File: src/sv/rle_esc_pkg.sv
// ----------------------------------------------------------------------------
// rle_esc_pkg: shared types and constants of the escape run-length decoder
// Holds the escape marks, the mode encoding, the channel payloads and the
// decode state and step result records.
// ----------------------------------------------------------------------------
package rle_esc_pkg;

  // Escape marks
  localparam logic [7:0] MARK_A = 8'h81;
  localparam logic [7:0] MARK_B = 8'h82;

  // Escape mode; code 3 is unused and decodes as plain
  typedef enum logic [1:0] {
    MODE_PLAIN = 2'd0,
    MODE_A     = 2'd1,
    MODE_AB    = 2'd2
  } esc_mode_t;

  // Input item
  typedef struct packed {
    logic       start_stream;
    logic [7:0] data_byte;
  } in_item_t;

  // Result item: one run descriptor
  typedef struct packed {
    logic [7:0] value;
    logic [7:0] repeat_res;
    logic       last_of_item;
    logic       stream_done;
  } out_item_t;

  // Decoder state carried from byte to byte
  typedef struct packed {
    esc_mode_t   mode;
    logic [7:0]  saved_byte;
    logic [31:0] remaining;
  } dec_state_t;

  // Outcome of decoding one byte
  typedef struct packed {
    dec_state_t state_nxt;
    logic [1:0] res_cnt;
    out_item_t  res0;
    out_item_t  res1;
  } step_t;

endpackage

File: src/sv/rle_esc_chan_if.sv
// ----------------------------------------------------------------------------
// rle_esc_chan_if: valid/ready channel
// One transfer happens at a rising edge with valid and ready both high.
// ----------------------------------------------------------------------------
interface rle_esc_chan_if #(
  parameter type payload_t = logic
);
  logic     valid;
  logic     ready;
  payload_t data;

  modport source (output valid, output data, input ready);
  modport sink   (input valid, input data, output ready);
endinterface

File: src/sv/rle_esc_core.sv
// ----------------------------------------------------------------------------
// rle_esc_core: single-byte decode step
// Computes the next decoder state and up to two run descriptors from the
// current state, one input item and the configured output length.
// ----------------------------------------------------------------------------
module rle_esc_core (
  input  rle_esc_pkg::dec_state_t state,
  input  rle_esc_pkg::in_item_t   item,
  input  logic [31:0]             out_len,
  output rle_esc_pkg::step_t      step
);

  logic [7:0]  ch;
  logic [31:0] rem0;
  logic [31:0] rem_m1;
  logic [31:0] rem_m2;
  logic [7:0]  rep_raw;
  logic [7:0]  rep;
  rle_esc_pkg::esc_mode_t mode0;

  assign ch      = item.data_byte;
  assign rem0    = item.start_stream ? out_len : state.remaining;
  assign mode0   = item.start_stream ? rle_esc_pkg::MODE_PLAIN : state.mode;
  assign rem_m1  = rem0 - 32'd1;
  assign rem_m2  = rem0 - 32'd2;
  assign rep_raw = ch - 8'd1;
  // Clip the repeat to the remaining count
  assign rep     = (rem0 < {24'd0, rep_raw}) ? rem0[7:0] : rep_raw;

  always_comb begin
    step                    = '0;
    step.state_nxt.mode       = mode0;
    step.state_nxt.saved_byte = state.saved_byte;
    step.state_nxt.remaining  = rem0;

    // Drop the byte once the count is exhausted
    if (rem0 != 32'd0) begin
      unique case (mode0)
        rle_esc_pkg::MODE_A: begin
          if (ch == rle_esc_pkg::MARK_B) begin
            step.state_nxt.mode = rle_esc_pkg::MODE_AB;
          end else begin
            // Lone first mark becomes a literal
            step.state_nxt.saved_byte = rle_esc_pkg::MARK_A;
            step.state_nxt.remaining  = rem_m1;
            step.res_cnt              = 2'd1;
            step.res0.value           = rle_esc_pkg::MARK_A;
            step.res0.repeat_res      = 8'd1;
            step.res0.stream_done     = (rem_m1 == 32'd0);
            if (rem_m1 != 32'd0 && !(ch == rle_esc_pkg::MARK_A && rem_m1 != 32'd1)) begin
              step.state_nxt.mode       = rle_esc_pkg::MODE_PLAIN;
              step.state_nxt.saved_byte = ch;
              step.state_nxt.remaining  = rem_m2;
              step.res_cnt              = 2'd2;
              step.res1.value           = ch;
              step.res1.repeat_res      = 8'd1;
              step.res1.stream_done     = (rem_m2 == 32'd0);
            end
          end
        end
        rle_esc_pkg::MODE_AB: begin
          step.state_nxt.mode = rle_esc_pkg::MODE_PLAIN;
          if (ch != 8'd0) begin
            // Repeat the last literal; a count of one adds nothing
            if (rep != 8'd0) begin
              step.state_nxt.remaining = rem0 - {24'd0, rep};
              step.res_cnt             = 2'd1;
              step.res0.value          = state.saved_byte;
              step.res0.repeat_res     = rep;
              step.res0.stream_done    = (rem0 == {24'd0, rep});
            end
          end else begin
            // Escaped literal pair
            step.state_nxt.remaining = rem_m1;
            step.res_cnt             = 2'd1;
            step.res0.value          = rle_esc_pkg::MARK_A;
            step.res0.repeat_res     = 8'd1;
            step.res0.stream_done    = (rem_m1 == 32'd0);
            if (rem_m1 != 32'd0) begin
              step.state_nxt.saved_byte = rle_esc_pkg::MARK_B;
              step.state_nxt.remaining  = rem_m2;
              step.res_cnt              = 2'd2;
              step.res1.value           = rle_esc_pkg::MARK_B;
              step.res1.repeat_res      = 8'd1;
              step.res1.stream_done     = (rem_m2 == 32'd0);
            end
          end
        end
        default: begin
          step.state_nxt.mode = rle_esc_pkg::MODE_PLAIN;
          if (ch == rle_esc_pkg::MARK_A && rem0 != 32'd1) begin
            step.state_nxt.mode = rle_esc_pkg::MODE_A;
          end else begin
            step.state_nxt.saved_byte = ch;
            step.state_nxt.remaining  = rem_m1;
            step.res_cnt              = 2'd1;
            step.res0.value           = ch;
            step.res0.repeat_res      = 8'd1;
            step.res0.stream_done     = (rem_m1 == 32'd0);
          end
        end
      endcase
    end

    // Flag the final result of this byte
    step.res0.last_of_item = (step.res_cnt == 2'd1);
    step.res1.last_of_item = 1'b1;
  end

endmodule

File: src/sv/rle_esc_outq.sv
// ----------------------------------------------------------------------------
// rle_esc_outq: two-entry result register
// Takes up to two run descriptors per cycle and presents them one transfer
// at a time on the result channel; reports the free slots after this
// cycle's transfer.
// ----------------------------------------------------------------------------
module rle_esc_outq (
  input  logic                     clk,
  input  logic                     rst_n,
  input  logic [1:0]               push_cnt,
  input  rle_esc_pkg::out_item_t   push0,
  input  rle_esc_pkg::out_item_t   push1,
  output logic [1:0]               free,
  rle_esc_chan_if.source           out_ch
);

  logic [1:0]             cnt_r;
  logic [1:0]             cnt_nxt;
  logic [1:0]             base;
  logic                   pop;
  rle_esc_pkg::out_item_t q_r   [2];
  rle_esc_pkg::out_item_t q_nxt [2];

  assign out_ch.valid = (cnt_r != 2'd0);
  assign out_ch.data  = q_r[0];
  assign pop          = out_ch.valid && out_ch.ready;
  assign base         = cnt_r - {1'b0, pop};
  assign free         = 2'd2 - base;
  assign cnt_nxt      = base + push_cnt;

  // Advance the head, then append new results behind what stays
  always_comb begin
    q_nxt[0] = q_r[0];
    q_nxt[1] = q_r[1];
    if (pop) begin
      q_nxt[0] = q_r[1];
    end
    if (push_cnt != 2'd0) begin
      q_nxt[base[0]] = push0;
    end
    if (push_cnt == 2'd2) begin
      q_nxt[1] = push1;
    end
  end

  // Hold the fill count
  always_ff @(posedge clk) begin
    if (!rst_n) begin
      cnt_r <= 2'd0;
    end else begin
      cnt_r <= cnt_nxt;
    end
  end

  // Payload slots need no reset
  always_ff @(posedge clk) begin
    q_r[0] <= q_nxt[0];
    q_r[1] <= q_nxt[1];
  end

endmodule

File: src/sv/rle_escape_run_decoder.sv
// ----------------------------------------------------------------------------
// rle_escape_run_decoder: escape run-length decoder (0x81 0x82 scheme)
// in_ch carries one compressed byte per transfer with a start_stream flag
// that reloads the output count from the output_length register and clears
// the escape mode. out_ch carries run descriptors (value, repeat_res) with
// last_of_item on the final run of each byte and stream_done once the count
// is used up. cfg_ch writes output_length and is always ready; it must be
// written only while the decoder is idle, which the block does not enforce.
// A byte accepted on in_ch is held in the input register, decoded from it,
// and its runs are registered in the result register before they reach out_ch.
// Throughput: one byte per cycle while each byte gives at most one run and
// out_ch is not stalled; a byte that gives two runs fills both entries of
// the result register. Bytes that give no run still take a decode step.
// Reset clears the escape mode, last literal, remaining count, output_length
// and all valid flags. When the receiver stalls, results wait in the result
// register; the input register keeps taking bytes until it holds one that
// cannot be decoded for lack of result slots, then in_ch.ready drops.
// ----------------------------------------------------------------------------
module rle_escape_run_decoder (
  input  logic            clk,
  input  logic            rst_n,
  rle_esc_chan_if.sink    in_ch,
  rle_esc_chan_if.source  out_ch,
  rle_esc_chan_if.sink    cfg_ch
);

  logic                    inv_r;
  logic                    inv_nxt;
  rle_esc_pkg::in_item_t   in_r;
  logic [31:0]             out_len_r;
  rle_esc_pkg::dec_state_t st_r;
  rle_esc_pkg::step_t      step;
  logic [1:0]              free;
  logic                    proc;
  logic [1:0]              push_cnt;

  // Configuration register is always ready
  assign cfg_ch.ready = 1'b1;

  always_ff @(posedge clk) begin
    if (!rst_n) begin
      out_len_r <= 32'd0;
    end else if (cfg_ch.valid) begin
      out_len_r <= cfg_ch.data;
    end
  end

  // Decode the held byte
  rle_esc_core u_core (
    .state   (st_r),
    .item    (in_r),
    .out_len (out_len_r),
    .step    (step)
  );

  // Advance only when its results fit behind what stays in the result register
  assign proc     = inv_r && (step.res_cnt <= free);
  assign push_cnt = proc ? step.res_cnt : 2'd0;

  assign in_ch.ready = !inv_r || proc;
  assign inv_nxt     = in_ch.valid || (inv_r && !proc);

  always_ff @(posedge clk) begin
    if (!rst_n) begin
      inv_r <= 1'b0;
    end else begin
      inv_r <= inv_nxt;
    end
  end

  always_ff @(posedge clk) begin
    if (in_ch.valid && in_ch.ready) begin
      in_r <= in_ch.data;
    end
  end

  // Decoder state
  always_ff @(posedge clk) begin
    if (!rst_n) begin
      st_r.mode       <= rle_esc_pkg::MODE_PLAIN;
      st_r.saved_byte <= 8'd0;
      st_r.remaining  <= 32'd0;
    end else if (proc) begin
      st_r <= step.state_nxt;
    end
  end

  // Result register
  rle_esc_outq u_outq (
    .clk      (clk),
    .rst_n    (rst_n),
    .push_cnt (push_cnt),
    .push0    (step.res0),
    .push1    (step.res1),
    .free     (free),
    .out_ch   (out_ch)
  );

endmodule
File: src/flat_wrapper.sv
// flat-port wrapper written by rule: the top's interface ports become plain ports
module rle_escape_run_decoder_flat 
  (clk, rst_n, in_ch_valid, in_ch_data, in_ch_ready, out_ch_valid, out_ch_data, out_ch_ready, cfg_ch_valid, cfg_ch_data, cfg_ch_ready);
  rle_esc_chan_if in_ch_i ();
  rle_esc_chan_if out_ch_i ();
  rle_esc_chan_if cfg_ch_i ();
  input  logic clk;
  input  logic rst_n;
  input wire logic [$bits(in_ch_i.valid)-1:0] in_ch_valid;
  input wire logic [$bits(in_ch_i.data)-1:0] in_ch_data;
  output wire logic [$bits(in_ch_i.ready)-1:0] in_ch_ready;
  output wire logic [$bits(out_ch_i.valid)-1:0] out_ch_valid;
  output wire logic [$bits(out_ch_i.data)-1:0] out_ch_data;
  input wire logic [$bits(out_ch_i.ready)-1:0] out_ch_ready;
  input wire logic [$bits(cfg_ch_i.valid)-1:0] cfg_ch_valid;
  input wire logic [$bits(cfg_ch_i.data)-1:0] cfg_ch_data;
  output wire logic [$bits(cfg_ch_i.ready)-1:0] cfg_ch_ready;
  assign in_ch_i.valid = in_ch_valid;
  assign in_ch_i.data = in_ch_data;
  assign in_ch_ready = in_ch_i.ready;
  assign out_ch_valid = out_ch_i.valid;
  assign out_ch_data = out_ch_i.data;
  assign out_ch_i.ready = out_ch_ready;
  assign cfg_ch_i.valid = cfg_ch_valid;
  assign cfg_ch_i.data = cfg_ch_data;
  assign cfg_ch_ready = cfg_ch_i.ready;
  rle_escape_run_decoder u_core (.clk(clk), .rst_n(rst_n), .in_ch(in_ch_i), .out_ch(out_ch_i), .cfg_ch(cfg_ch_i));
endmodule
File: config.mk
export PLATFORM = sky130hd
export DESIGN_NAME = rle_escape_run_decoder_flat
export DESIGN_NICKNAME = d
export VERILOG_FILES = /design/src/sv/rle_esc_pkg.sv /design/src/sv/rle_esc_chan_if.sv /design/src/sv/rle_esc_core.sv /design/src/sv/rle_esc_outq.sv /design/src/sv/rle_escape_run_decoder.sv /design/src/flat_wrapper.sv
export SDC_FILE = /design/constraint.sdc
export NUM_CORES = 1
export LEC_CHECK = 0
export BUFFER_PORTS_ARGS = -buffer_cell sky130_fd_sc_hd__buf_4
export CAP_MARGIN = 20
export CORE_MARGIN = 3
export CORE_UTILIZATION = 40
export CTS_CLUSTER_DIAMETER = 120
export CTS_CLUSTER_SIZE = 12
export DETAILED_ROUTE_END_ITERATION = 16
export PLACE_DENSITY_LB_ADDON = 0.05
export SETUP_SLACK_MARGIN = 0.3
export SLEW_MARGIN = 20
export SYNTH_ARGS = -nofsm -noshare
export SYNTH_HDL_FRONTEND = slang
export SYNTH_SLANG_ARGS = --single-unit
File: constraint.sdc
create_clock -name clk -period 6.9 [get_ports clk]
set_clock_uncertainty 0.05 [all_clocks]
set_input_delay 1.38 -clock clk [delete_from_list [all_inputs] [get_ports clk]]
set_output_delay 1.38 -clock clk [all_outputs]
set_load 0.01 [all_outputs]
### Yosys cells after proc, flatten, opt, wreduce, memory -nomap -nowiden

Memories as Yosys holds them, arrays and structs flattened.
Cells that the tools add are included.
Widths: inputs -> output; s select.

* memories kept: 1
* input port bits: 7
* bits in writable memories: 36
* logic and storage cells: 74
* register bits after elaboration: 46

Memories
* u_core.u_outq.q_r: depth 2, width 18, read ports 2, clocked after Yosys merged registers in 0, write ports 2, line rle_esc_outq.sv:21 `rle_esc_pkg::out_item_t q_r [2];`

* $lt $le $gt $ge: 4
* reductions and logical operators: 19
* bitwise operators: 1
* equal/unequal tests: 9
* muxes and demuxes: 27
* add/sub/neg operators: 7

Operators by type and width (count)
* $pmux 60 s2: 1
* $mux 50: 2
* $logic_not 32->1: 2
* $reduce_bool 32->1: 2
* $mux 60: 1
* $mux 18: 3
* $mux 44: 1
* $mux 42: 1
* $bwmux 36: 1
* $mux 36: 1
* $eq 32x8->1: 1
* $lt 32x8->1: 1
* $mux 16: 2
* $pmux 16 s2: 1
* $sub 32x1->32 const B: 1
* $sub 32x2->32 const B: 1
* $sub 32x8->32: 1
* $demux 18 s1: 1
* $mux 17: 1
* $mux 8: 2
* $mux 9: 1
* $reduce_bool 8->1: 1
* $mux 1: 6
* $ne 2x2->1 const B: 3
* 19 further kinds: 29

### Logic depth before layout (Yosys ltp)

* depth in word-level cells: 14
* depth in mapped cells: 14

### Cells and area by module

A second synthesis with hierarchy kept.

* cells, all modules: 1311
* area, all modules: 9054.9 um^2

Modules (own cells, without submodules)
* rle_esc_core: seq. area each 0.0 um^2, area an instance 6896.6 um^2, times used 1, cells each 1080
* rle_escape_run_decoder: seq. area each 910.9 um^2, area an instance 1916.8 um^2, times used 1, cells each 206
* rle_esc_outq: seq. area each 90.1 um^2, area an instance 241.5 um^2, times used 1, cells each 25

### Worst setup path after synthesis

OpenSTA, ideal clock, no wires.

* kind: input port to output port
* start point: input out_ch_ready
* end point: output in_ch_ready
* stages: 5
* setup slack: 2.911 ns
* path buffers: 0
* arrival time: 2.559 ns
* cells stage by stage: and2_1 ha_1 xor3_1 nor3_1 nand2_1

* word-level cells in the longest chain between the ends: 6

RTL lines
* from (decl): line flat_wrapper.sv:14 `input wire logic [$bits(out_ch_i.ready)-1:0] out_ch_ready;`
* $logic_and 1x1->1: line rle_esc_outq.sv:26 `assign pop = out_ch.valid && out_ch.ready;`
* $sub 2x1->2: line rle_esc_outq.sv:27 `assign base = cnt_r - {1'b0, pop};`
* $sub 2x2->2: line rle_esc_outq.sv:28 `assign free = 2'd2 - base;`
* $le 2x2->1: line rle_escape_run_decoder.sv:57 `assign proc = inv_r && (step.res_cnt <= free);`
* $logic_and 1x1->1: line rle_escape_run_decoder.sv:57
* $logic_or 1x1->1: line rle_escape_run_decoder.sv:60 `assign in_ch.ready = !inv_r || proc;`
* to (decl): line flat_wrapper.sv:11 `output wire logic [$bits(in_ch_i.ready)-1:0] in_ch_ready;`

No other way between the ends.

### Worst setup path after layout

* start point: register u_core.st_r[0] in the netlist's numbering
* end point: output in_ch_ready

* word-level cells in the longest chain between the ends: 10

RTL lines
* from (decl): line rle_escape_run_decoder.sv:31 `rle_esc_pkg::dec_state_t st_r;`
* from (signal assigned): line rle_escape_run_decoder.sv:84 `st_r <= step.state_nxt;`
* $lt 32x8->1: line rle_esc_core.sv:28 `assign rep = (rem0 < {24'd0, rep_raw}) ? rem0[7:0] : rep_raw;`
* $mux 8: line rle_esc_core.sv:28
* $reduce_bool 8->1: line rle_esc_core.sv:65 `if (rep != 8'd0) begin`
* $mux 50: line rle_esc_core.sv:65
* $mux 50: line rle_esc_core.sv:63 `if (ch != 8'd0) begin`
* $pmux 60 s2: line rle_esc_core.sv:38 `unique case (mode0)`
* $mux 60 (*): line rle_esc_core.sv:37 `if (rem0 != 32'd0) begin`
* $le 2x2->1 (*): line rle_escape_run_decoder.sv:57
* $logic_and 1x1->1 (*): line rle_escape_run_decoder.sv:57
* $logic_or 1x1->1 (*): line rle_escape_run_decoder.sv:60

Mark *: on every way between the ends. The rest lies on a longest branch, timed or not. The select of a mux whose other input is x is not followed.

==> results.md <==
## Outcome
• **outcome** finished, final reports clean

## STA
• **max-slew headroom at the worst pin** 54.06%
• **final-report hold violation count** 0
• **Slew @ Worst Pin** 0.6891 ns
• **number of pins with negative max-slew slack in the final report** 0
• **Final Setup Violations** 0
• **post-route fraction of the period consumed by the critical path** 63.95%
• **total negative slack** 0 ns
• **setup repair after global routing missed its margin** no
• **clock period minus worst slack** 4.413 ns
• **maximum clock rate** 226.6 MHz

## Critical path
• **arrival time of data at the critical path endpoint** 2.98 ns
• **slowest cell on the critical path** nor4b_4
• **buffers plus inverters on the worst setup path** 2
• **required time of the critical path** 5.47 ns
• **number of cell instances on the worst register-to-register path** 12
• **kind of critical path** register to primary output
• **Worst path max stage delay** 0.42 ns
• **element type at the critical path start** register
• **largest fanout on the critical path** 11
• **sequence of cells on the critical path** inv_1 -> ha_1 -> nor4b_4 -> and2_1 -> nand3_1 -> nor3_1 -> ha_1 -> nor3_1 -> nand2_1 -> buf_4
• **critical register-to-register path endpoint** u_core.u_outq.q_r[0][18]
• **Critical Path Stages** 10
• **r2r setup slk** 3.08 ns
• **Largest delay share family, worst path** simple AND/OR/NAND/NOR gates
• **CP endpoint kind** primary output
• **RR Startpoint** u_core.st_r[0]
• **worst setup path endpoint** in_ch_ready
• **CP startpoint** u_core.st_r[0]

## Cells and area
• **Final nets** 298
• **n_diodes** 0
• **final non-filler cell area** 2665 um2
• **most common library cell in the layout ignoring fill and taps** dfxtp_1
• **layout cells sized above 1** 10.14%
• **commonest non-fill, non-tap cells in the layout** dfxtp_1 (36), and2_1 (31), xnor2_1 (28)
• **fill cell total of the finished layout** 576
• **area overhead of the layout relative to synthesis** 8.563%

## Placement
• **area after detailed placement** 2531 um2
• **detailed placement HPWL** 3844 um
• **Port Buffer Count** 6
• **placer congestion estimate** 0.8561

## Global routing
• **overall track demand over capacity in global routing** 15.64%
• **remaining global-route overflow** 0
• **gr busiest metal** met1
• **initial antenna violation count** 0
• **global routing usage on met2** 22.17%
• **vias in the first global route** 1787
• **global-route wire length before repair** 8983 um
• **global routing usage on met1** 23.10%
• **met3 demand-to-capacity share in global routing** 3.140%
• **largest net degree at the start of global routing** 37

## Synth
• **leading cell types by total area after synthesis** dfxtp_1 (29%), xnor2_1 (10%), and2_1 (7.9%)
• **Mapped Avg Cell Area** 8.644 um2
• **synthesized net count** 297
• **number of warnings printed during yosys synthesis** 0
• **top cell type by total area after synthesis** dfxtp_1
• **fraction of registers with async set or reset after synthesis** 0%
• **Post-synth EDFFs** 1
• **sequential element share of the synthesized area** 30.58%
• **most common flop cell mapped by yosys** dfxtp_1
• **netlist area before placement** 2455 um2
• **synthesis-stage register bit count** 37
• **number of distinct library cells after synthesis** 58
• **post-synthesis cell count** 284
• **top-area cell type share of the netlist area** 29.36%

## Floorplan
• **height of the chip** 84.34 um
• **total number of placement rows** 27
• **Chip Width** 84.34 um
• **total I/O pin count** 11
• **initial core utilization** 43.00%
• **die area** 7113 um2
• **Core ar.** 5709 um2

## Detailed routing
• **Detailed Routing Iterations Pass 1** 4
• **routed wire length** 5338 um
• **Antenna Violating Nets Remaining** 0
• **via count** 1966
• **DRC marker count from the first detailed-route iteration** 118
• **DR WL/cell** 14.91 um
• **Via density** 5.492
• **drc violations** 0

## Clocking
• **Clock H-tree levels** 2
• **number of CTS-inserted buffers** 5
• **number of buffers added for setup after CTS** 0
• **clock tree from TritonCTS** yes
• **root buffer cell** clkbuf_8
• **hold-fix buffer count after cts** 0
• **Max Root-Sink Buffers** 2
• **clock slew seen by the registers of the worst setup and hold paths** 0.08 ns
• **# clock sinks** 37
• **insertion delay of the later-clocked pin in the worst-skew pair** 0.29 ns
• **number of gates resized after cts** 0

## Min path
• **hold crit path type** register to register

## Flow run
• **number of maximum-capacitance violations** 0

## worst min-delay path, stage by stage, from the launching register on
cell and delay [ns]:
dfxtp_1 0.35, o31ai_1 0.08, a21boi_1 0.06
## logic make-up (layout without fill, tap and decap cells)
logic type	after synthesis	in the layout	synth area share (%)
other cells	1	1	0.1528
fa+ha+maj	6	6	3.058
mux	3	3	1.223
flops	37	37	30.58
compound gates	32	32	9.787
buf+inv	22	24	4.434
simple gates	151	151	38.74
xor+xnor	32	32	12.03
## flip-flops by register name, summed over array words and instances, names as in the netlist
register and count:
u_core.u_outq.q_r 2, u_core.inv_r 1, u_core.u_outq.cnt_r 2, u_core.st_r 32
## area by class of cell
class | count | area (um2) | area share [%]
Clock inverter | 3 | 65.06 | 2.441
Inverter | 9 | 33.78 | 1.268
Timing Repair Buffer | 7 | 52.55 | 1.972
Sequential cell | 37 | 750.7 | 28.17
Multi-Input combinational cell | 225 | 1604 | 60.19
Tap cell | 72 | 90.09 | 3.380
Clock buffer | 5 | 68.82 | 2.582
## through the flow
step | worst slack, ns | util [%] | hold slack [ns] | std cells
after floorplan | 2.911 | - | 0.4329 | 284
after global placement | 2.378 | 44.18 | 0.4599 | 350
after detailed placement | 2.554 | 44.33 | 0.4650 | 350
after CTS | 2.460 | 46.68 | 0.4785 | 358
after global routing | 2.198 | 46.68 | 0.4937 | 358
final | 2.487 | 46.68 | 0.4813 | 358
## how the worst min path moves through the flow
stage	start	to	slack [ns]	cells past startpoint
floorplan	u_core.st_r[13]	u_core.st_r[13]	0.43	2
global placement	u_core.st_r[13]	u_core.st_r[13]	0.46	2
detailed placement	u_core.st_r[13]	u_core.st_r[13]	0.46	2
CTS	u_core.st_r[13]	u_core.st_r[13]	0.48	2
global route	u_core.st_r[13]	u_core.st_r[13]	0.49	2
finish	u_core.st_r[13]	u_core.st_r[13]	0.48	2
## cell usage after synthesis (2+ instances only)
cell type and n:
nor2b_1 3, nor3_2 2, nor4_1 11, o31a_1 2, xor2_1 3, clkbuf_1 4, and3_1 3, and2_1 31
nand2_1 21, nand3_1 17, a21oi_1 4, o41ai_1 3, nor3_1 7, a21boi_0 2, buf_2 6, nand3b_1 4
mux2i_1 3, inv_1 9, xnor2_1 28, ha_1 6, o31ai_1 3, nand4b_1 3, dfxtp_1 36, nor4_4 3
o21ai_0 6, nor2_1 19, nand4_1 11, or4_1 2, buf_6 2, nor4b_1 2
## routing by layer
| metal | wire (um) | share of wire, % |
|---|---|---|
| met5 | 0 | 0 |
| met4 | 110 | 2.1 |
| met3 | 178 | 3.3 |
| met2 | 2194 | 41 |
| met1 | 2854 | 53 |
Power is not shown: default switching activity piles up to over one toggle a cycle in this logic, so the estimate is an artifact.
